===== config.mk =====
export PLATFORM = sky130hd
export DESIGN_NAME = rsvm_front
export DESIGN_NICKNAME = d
export VERILOG_FILES = /design/src/rsvm_pkg.sv /design/src/rsvm_front.sv
export SDC_FILE = /design/constraint.sdc
export NUM_CORES = 1
export LEC_CHECK = 0
export ABC_AREA = 1
export BUFFER_PORTS_ARGS = -buffer_cell sky130_fd_sc_hd__buf_4
export CAP_MARGIN = 20
export CORE_MARGIN = 2
export CORE_UTILIZATION = 40
export CTS_CLUSTER_DIAMETER = 120
export DETAILED_ROUTE_END_ITERATION = 10
export HOLD_SLACK_MARGIN = 0.06
export PLACE_DENSITY = 0.73
export SLEW_MARGIN = 20
export SYNTH_ARGS = -nofsm -noshare
export SYNTH_HDL_FRONTEND = slang
export SYNTH_SLANG_ARGS = --single-unit

===== constraint.sdc =====
create_clock -name clk -period 12.75 [get_ports clk]
set_clock_uncertainty 0.05 [all_clocks]
set_input_delay 1.9125 -clock clk [delete_from_list [all_inputs] [get_ports clk]]
set_output_delay 1.9125 -clock clk [all_outputs]
set_load 0.1 [all_outputs]

===== src/rsvm_pkg.sv =====
// Shared constants, opcodes, types and the size-adjust function of the VM execute block.
package rsvm_pkg;

  localparam int NUM_REGS    = 16;
  localparam int REG_IW      = $clog2(NUM_REGS);
  localparam int STACK_DEPTH = 256;
  localparam int SAW         = $clog2(STACK_DEPTH);
  localparam int SSW         = SAW + 1;
  localparam int DATA_DEPTH  = 256;
  localparam int DAW         = $clog2(DATA_DEPTH);
  localparam int DSW         = DAW + 1;
  localparam int FRAME_DEPTH = 16;
  localparam int FAW         = $clog2(FRAME_DEPTH);
  localparam int FCW         = FAW + 1;
  localparam logic [REG_IW-1:0] FP_INDEX   = REG_IW'(14);
  localparam logic [REG_IW-1:0] FLAG_INDEX = REG_IW'(15);

  localparam logic [63:0] ALL_ONES = '1;

  localparam logic [4:0] OP_INVALID  = 5'd0;
  localparam logic [4:0] OP_MOV      = 5'd1;
  localparam logic [4:0] OP_IADD_C   = 5'd2;
  localparam logic [4:0] OP_IADD_R   = 5'd3;
  localparam logic [4:0] OP_ISUB_C   = 5'd4;
  localparam logic [4:0] OP_ISUB_R   = 5'd5;
  localparam logic [4:0] OP_POP_R    = 5'd6;
  localparam logic [4:0] OP_PUSH_C   = 5'd7;
  localparam logic [4:0] OP_PUSH_R   = 5'd8;
  localparam logic [4:0] OP_STORE_L  = 5'd9;
  localparam logic [4:0] OP_LOAD_L   = 5'd10;
  localparam logic [4:0] OP_STORE_G  = 5'd11;
  localparam logic [4:0] OP_LOAD_G   = 5'd12;
  localparam logic [4:0] OP_DATA_ADD = 5'd13;
  localparam logic [4:0] OP_IPRINT   = 5'd14;
  localparam logic [4:0] OP_CALL     = 5'd15;
  localparam logic [4:0] OP_CALL_R   = 5'd16;
  localparam logic [4:0] OP_RET      = 5'd17;
  localparam logic [4:0] OP_RET_NM   = 5'd18;
  localparam logic [4:0] OP_RET_NP   = 5'd19;
  localparam logic [4:0] OP_BEQ      = 5'd20;
  localparam logic [4:0] OP_BGT      = 5'd21;
  localparam logic [4:0] OP_BLT      = 5'd22;
  localparam logic [4:0] OP_BLE      = 5'd23;
  localparam logic [4:0] OP_BGE      = 5'd24;
  localparam logic [4:0] OP_CMPI     = 5'd25;
  localparam logic [4:0] OP_SRESIZE  = 5'd26;
  localparam logic [4:0] OP_DRESIZE  = 5'd27;
  localparam logic [4:0] OP_DSIZE    = 5'd28;
  localparam logic [4:0] OP_SET_D_AV = 5'd29;
  localparam logic [4:0] OP_EXIT     = 5'd30;
  localparam logic [4:0] OP_NOOP     = 5'd31;

  localparam logic [3:0] SC_OK        = 4'd0;
  localparam logic [3:0] SC_BAD_OP    = 4'd1;
  localparam logic [3:0] SC_STK_ADDR  = 4'd2;
  localparam logic [3:0] SC_DAT_EMPTY = 4'd3;
  localparam logic [3:0] SC_DAT_ADDR  = 4'd4;
  localparam logic [3:0] SC_POP_EMPTY = 4'd5;
  localparam logic [3:0] SC_CAPACITY  = 4'd6;
  localparam logic [3:0] SC_NO_FRAME  = 4'd7;
  localparam logic [3:0] SC_FRAME_OVF = 4'd8;

  // flag bits: Z, C (greater), N (less)
  localparam logic [2:0] FLAG_Z = 3'b001;
  localparam logic [2:0] FLAG_C = 3'b010;
  localparam logic [2:0] FLAG_N = 3'b100;

  typedef struct packed {
    logic [4:0]  cmd;
    logic [63:0] op_a;
    logic [63:0] op_b;
    logic [63:0] op_c;
    logic [31:0] pc_now;
    logic        is_branch;
    logic [2:0]  br_mask;
  } entry_t;

  // base + signed delta within [0, depth]; {ok, result}
  function automatic logic [64:0] adjust(logic [63:0] base, logic [63:0] delta,
                                         logic [63:0] depth);
    logic [63:0] neg;
    logic [64:0] r;
    neg = 64'd0 - delta;
    if (delta[63]) begin
      r = (neg > base) ? 65'd0 : {1'b1, base - neg};
    end else begin
      r = (base > depth || delta > depth - base) ? 65'd0 : {1'b1, base + delta};
    end
    return r;
  endfunction

endpackage


===== src/rsvm_front.sv =====
// Input queue: takes instruction beats, decodes branch conditions, holds two entries.
module rsvm_front (
  input  logic            clk,
  input  logic            rst_n,
  input  logic            in_tvalid,
  output logic            in_tready,
  input  logic [223:0]    in_tdata,
  input  logic [4:0]      in_tuser,
  output logic            q_valid,
  input  logic            q_ready,
  output rsvm_pkg::entry_t q_entry
);
  import rsvm_pkg::*;

  entry_t     slot_r [2];
  logic       wp_r, wp_nxt, rp_r, rp_nxt;
  logic [1:0] cnt_r, cnt_nxt;
  logic       push, pop;
  entry_t     dec;

  always_comb begin
    dec.cmd       = in_tuser;
    dec.op_a      = in_tdata[63:0];
    dec.op_b      = in_tdata[127:64];
    dec.op_c      = in_tdata[191:128];
    dec.pc_now    = in_tdata[223:192];
    dec.is_branch = 1'b1;
    case (in_tuser)
      OP_BEQ:  dec.br_mask = FLAG_Z;
      OP_BGT:  dec.br_mask = FLAG_C;
      OP_BLT:  dec.br_mask = FLAG_N;
      OP_BLE:  dec.br_mask = FLAG_N | FLAG_Z;
      OP_BGE:  dec.br_mask = FLAG_C | FLAG_Z;
      default: begin
        dec.br_mask   = 3'b000;
        dec.is_branch = 1'b0;
      end
    endcase
  end

  assign in_tready = (cnt_r != 2'd2);
  assign q_valid   = (cnt_r != 2'd0);
  assign q_entry   = slot_r[rp_r];
  assign push      = in_tvalid && in_tready;
  assign pop       = q_valid && q_ready;
  assign wp_nxt    = push ? ~wp_r : wp_r;
  assign rp_nxt    = pop ? ~rp_r : rp_r;
  assign cnt_nxt   = cnt_r + {1'b0, push} - {1'b0, pop};

  always_ff @(posedge clk) begin
    if (!rst_n) begin
      wp_r  <= 1'b0;
      rp_r  <= 1'b0;
      cnt_r <= 2'd0;
    end else begin
      wp_r  <= wp_nxt;
      rp_r  <= rp_nxt;
      cnt_r <= cnt_nxt;
    end
  end

  always_ff @(posedge clk) begin
    if (push) begin
      slot_r[wp_r] <= dec;
    end
  end

endmodule


## Word level (Yosys, flattened, before mapping)

Memories as Yosys holds them, arrays and structs flattened. A register that Yosys moved wholly into a read port is not among the register bits.
Cells that the tools add are included.
Widths: inputs -> output; s select.

| storage, ports and cells | value |
|---|---|
| bits in registers | 4 |
| RAM bits | 466 |
| bits of input ports | 233 |
| output and inout bits | 235 |
| logic and storage cells | 24 |
| memories | 1 |

| operators by class | value |
|---|---|
| $add $sub $neg | 2 |
| equality and inequality tests | 6 |
| multiplexer cells | 6 |
| bitwise operators | 2 |
| reduce and logical (&&, ||, !) cells | 4 |

Memory list:

| name | words | bits a word | rd ports | clocked after Yosys merged registers in | wr ports | RTL line | source |
|---|---|---|---|---|---|---|---|
| slot_r | 2 | 233 | 1 | 1 | 1 | rsvm_front.sv:15 | `entry_t slot_r [2];` |

Operator list:

| cell | count |
|---|---|
| $eq 5x5->1 const B | 5 |
| $pmux 3 s5 | 1 |
| $mux 1 | 5 |
| $reduce_or 5->1 | 1 |
| $add 2x1->2 | 1 |
| $logic_and 1x1->1 | 2 |
| $ne 2x2->1 const B | 1 |
| $not 1->1 | 2 |
| $reduce_bool 2->1 | 1 |
| $sub 2x1->2 | 1 |

## Depth between registers and ports, before layout

| logic depth | value |
|---|---|
| word-level depth | 4 |
| mapped depth | 11 |
| gate-level depth less buffers | 11 |

## Worst setup path before layout

Ideal clock, no wire load.

| timing path | value |
|---|---|
| kind | input -> register |
| start | input port in_tvalid |
| end | memory slot_r[0][0] (netlist name), enable pin |
| library setup time | 832 ps |
| data arrival time | 11,693 ps |
| required time | 11,868 ps |
| path slack | 175 ps |
| stages | 2 |
| path buffers | 0 |
| cell sequence | nand2_1 > nor2_1 |

| on the way | value |
|---|---|
| cells in the longest elaborated chain, start to end | 3 |

RTL lines:

| element | RTL line | source |
|---|---|---|
| start, declared | rsvm_front.sv:5 | `input logic in_tvalid,` |
| $logic_and 1x1->1 | rsvm_front.sv:44 | `assign push = in_tvalid && in_tready;` |
| $mux 1 | rsvm_front.sv:63 | `if (push) begin` |
| $mux 1 (not written as such) | rsvm_front.sv:64 | `slot_r[wp_r] <= dec;` |
| end, declared | rsvm_front.sv:15 |  |

No other way between the ends.

==> reports/results.txt <==
Before antenna repair, the detailed router went through 7 iterations. The global-route usage over all layers came out at 15.1%. After detailed routing, the met3 layer carries 2640 um of wire. The maximum vdd drop was 0.215 mV; the setup-violating endpoint count in the final report was 0. For the number of buffers added by the clock tree synthesis step, the log shows 48.

The cell depth of the worst hold path came out at 2. The synthesized netlist devotes 0.758% of its cell area to simple gates. Routed signal wires occupy layers up through met5.

The synthesized design contains 471 register bits. The post-CTS setup buffer count is 0, and the transition time at the pin with the least slew margin is 1.07 ns. Across the whole layout, storage elements account for 14100 um2. The synthesized area per cell was 22.9 um2; the final hold violation count was 0. Final routed wire length divided by cell count: 19.0 um.

TritonCTS built the clock tree. The run finished with clean final reports. From bottom edge to top edge, the die measures 215 um. In the final layout, the share of cells above drive strength 1 is 59.0%. The number of nets handed over by synthesis was 1015. The largest fanout on the critical path was 56. Port buffering added 467 buffers.

In this run the worst hold path is classified as reg2reg. The starting density of the core is 40.4%, and the final total negative setup slack is 0 ns. In the synthesized netlist, the number of instances is 780.

After detailed routing, the number of vias per cell comes to 4.65. The overall die width is 215 um. For the number of nets with antenna violations after routing, the log shows 0.

The core region is 44100 um2. Library cell with the largest summed area after synthesis: sky130_fd_sc_hd__edfxtp_1. The number of clock sinks seen by CTS came out at 471. The number of hold buffers added after CTS was 0. The logs give 28.8% for the relative slew slack and 1513 for the net total in the final layout. The number of global-route vias before repair is 9391.

By area, the combinational part of the netlist is dominated by multiplexers. STA classifies the critical path endpoint as an output port. The share of the cycle needed by the critical path after routing came out at 39.0%. For this run, design rule violations remaining after detail routing come to 0. The run gives 21900 um2 as the cell area reported after detailed placement. After detailed routing, the total wire length is 36300 um.

The routability congestion estimate from global placement came out at 0.755. The detailed router put a total of 13900 um of wire on met1. Summing the areas of all fa, ha and maj instances in the mapped netlist gives 0.140% of the synthesized area. The Yosys step of the flow raised 0 warnings. The first-pass GRT wire length was 53800 um; the overall via count from detail_route was 8874. Depth of the worst register-to-register path: 6. The cell area that synthesis handed to floorplanning was 17800 um2. The final-report max-slew violation count was 0. By area the synthesized netlist is led by sky130_fd_sc_hd__edfxtp_1, sky130_fd_sc_hd__mux2_4, sky130_fd_sc_hd__mux2_2. The clock-pin slew on the worst setup and hold paths was 0.06 ns. For the worst setup path, the data required time is 10.79 ns.

The post-route cell area came out at 23500 um2. For this run, the top clock speed supported by timing is 201 MHz. The final critical delay including setup and external delays was 4.97 ns. For this run the aggregate overflow at the end of global routing stands at 0. The H-tree was split into 2 levels. Once detailed placement completed, the half-perimeter wirelength came to 23900 um. The logs give 46300 um2 for the floorplan die area and 2 for the initial antenna violation count. The critical path is of the reg2out type. Setup repair after global routing left no endpoint under its margin. The worst setup path is launched from a flop. Measured against the total synthesized area, the mux share comes to 18.3%. The iteration-0 DRC count of the detailed router came out at 512. At the worst endpoint, the arrival time is 3.01 ns. The parity-gate share of the synthesized area counting xor and xnor cells was 0%.

The initialized floorplan defines 77 standard-cell rows. After synthesis, flip-flops and latches occupy 79.0% of the total area. Entering global routing, the biggest net connects 134 pins. The run gives 18700 um as the length of routed met2 wiring. The logs give 3440 um2 for the multi-input gate area in the final layout and 3526 for the number of fillers in the final layout. Complex-gate fraction of the synthesized area: 0.0842%. Post-CTS repair changed the size of 0 cells. Relative to the synthesized area, the layout overhead comes to 31.6%. The maximum root-to-sink buffer count was 3; the leakage power was 0.00902 uW. The share of synthesized area in the top cell type comes to 78.5%.

Across the run, the number of max-cap violations was 0. The tools report the buffer type at the clock tree root as sky130_fd_sc_hd__clkbuf_16. For the top-level port count, the log shows 468.

The power density normalized to cell area came out at 265 nW/um2. The tools report the clock insertion delay at the later pin of the skew report as 0.57 ns. The count of cell types in the netlist came out at 15.
## cell type report
class | count | area share [%]
clock buffer | 59 | 5.39
tap | 592 | 3.16
clock inverter | 27 | 1.23
antenna | 1 | 0.0107
sequential | 471 | 60.1
multi-input combinational | 271 | 14.7
inverter | 12 | 0.224
timing repair buffer | 474 | 15.2
## cell usage in the layout, fill, tap and decap left out, drive strengths merged, types with 2 or more instances in the layout
cell type	Yosys	final
bufinv	0	6
buf	26	474
nand2	13	13
nand3	6	6
inv	12	14
ha	2	2
nor2	12	12
a21oi	2	2
dfxtp	5	5
edfxtp	466	466
mux2	233	233
clkinv	0	15
clkinvlp	0	4
clkbuf	0	59
## synth_stat cells, drive strengths merged
cell type / count
nor3: 1
nand3: 6
mux2: 233
ha: 2
edfxtp: 466
dfxtp: 5
buf: 26
inv: 12
nand4: 1
o21ai: 1
nand2: 13
nor2: 12
a21oi: 2
## power breakdown
group          total (uW)  switching [uW]  internal [uW]
clock                1380             559            824
sequential           2040            69.5           1970
combinational        2790            2120            675
## through the flow
| stage | power, uW | cells | setup WS (ns) | utilization [%] | hold WS (ns) |
|---|---|---|---|---|---|
| after floorplan | 4430 | 780 | 0.175 | - | 0.417 |
| after global placement | 4860 | 1820 | 7.70 | 49.6 | 0.436 |
| after detailed placement | 4880 | 1820 | 7.68 | 49.6 | 0.451 |
| after CTS | 6270 | 1906 | 7.68 | 53.2 | 0.476 |
| after global routing | 6400 | 1907 | 7.60 | 53.2 | 0.551 |
| final | 6210 | 1907 | 7.78 | 53.2 | 0.473 |
## flip-flops by register name (all words and copies together) (netlist names), named ones only
name	cells
slot_r	466
cnt_r	2
wp_r	1
rp_r	1
## logic make-up (layout without fill, tap and decap cells)
kind of cell | Yosys count | after routing
other | 0 | 1
DFF | 471 | 471
and+or+nand+nor | 33 | 33
AOI/OAI and AO/OA | 3 | 3
adders and majority gates | 2 | 2
buffers and inverters | 38 | 572
muxes | 233 | 233
## path summary, 6_finish.rpt
path	start	end	slack, ns
setup reg to reg	cnt_r[0]$_SDFF_PN0_	slot_r[0][186]$_DFFE_PP_	9.23
hold / removal	rp_r$_SDFFE_PN0P_	rp_r$_SDFFE_PN0P_	0.47
setup / recovery	flop	q_entry[44]	7.78
hold reg to reg	rp_r$_SDFFE_PN0P_	rp_r$_SDFFE_PN0P_	0.47
## worst max-delay path, stage by stage, from the launching register on
cell	delay (ns)
sky130_fd_sc_hd__dfxtp_4	0.83
sky130_fd_sc_hd__buf_4	0.93
sky130_fd_sc_hd__mux2_2	0.42
sky130_fd_sc_hd__buf_4	0.23
## layer usage
layer	vias up	track usage, %
li1	4081	-
met1	4406	17.4
met2	328	26.3
met3	57	4.66
met4	2	6.07
met5	-	0
(Power assumes the default switching activity.)
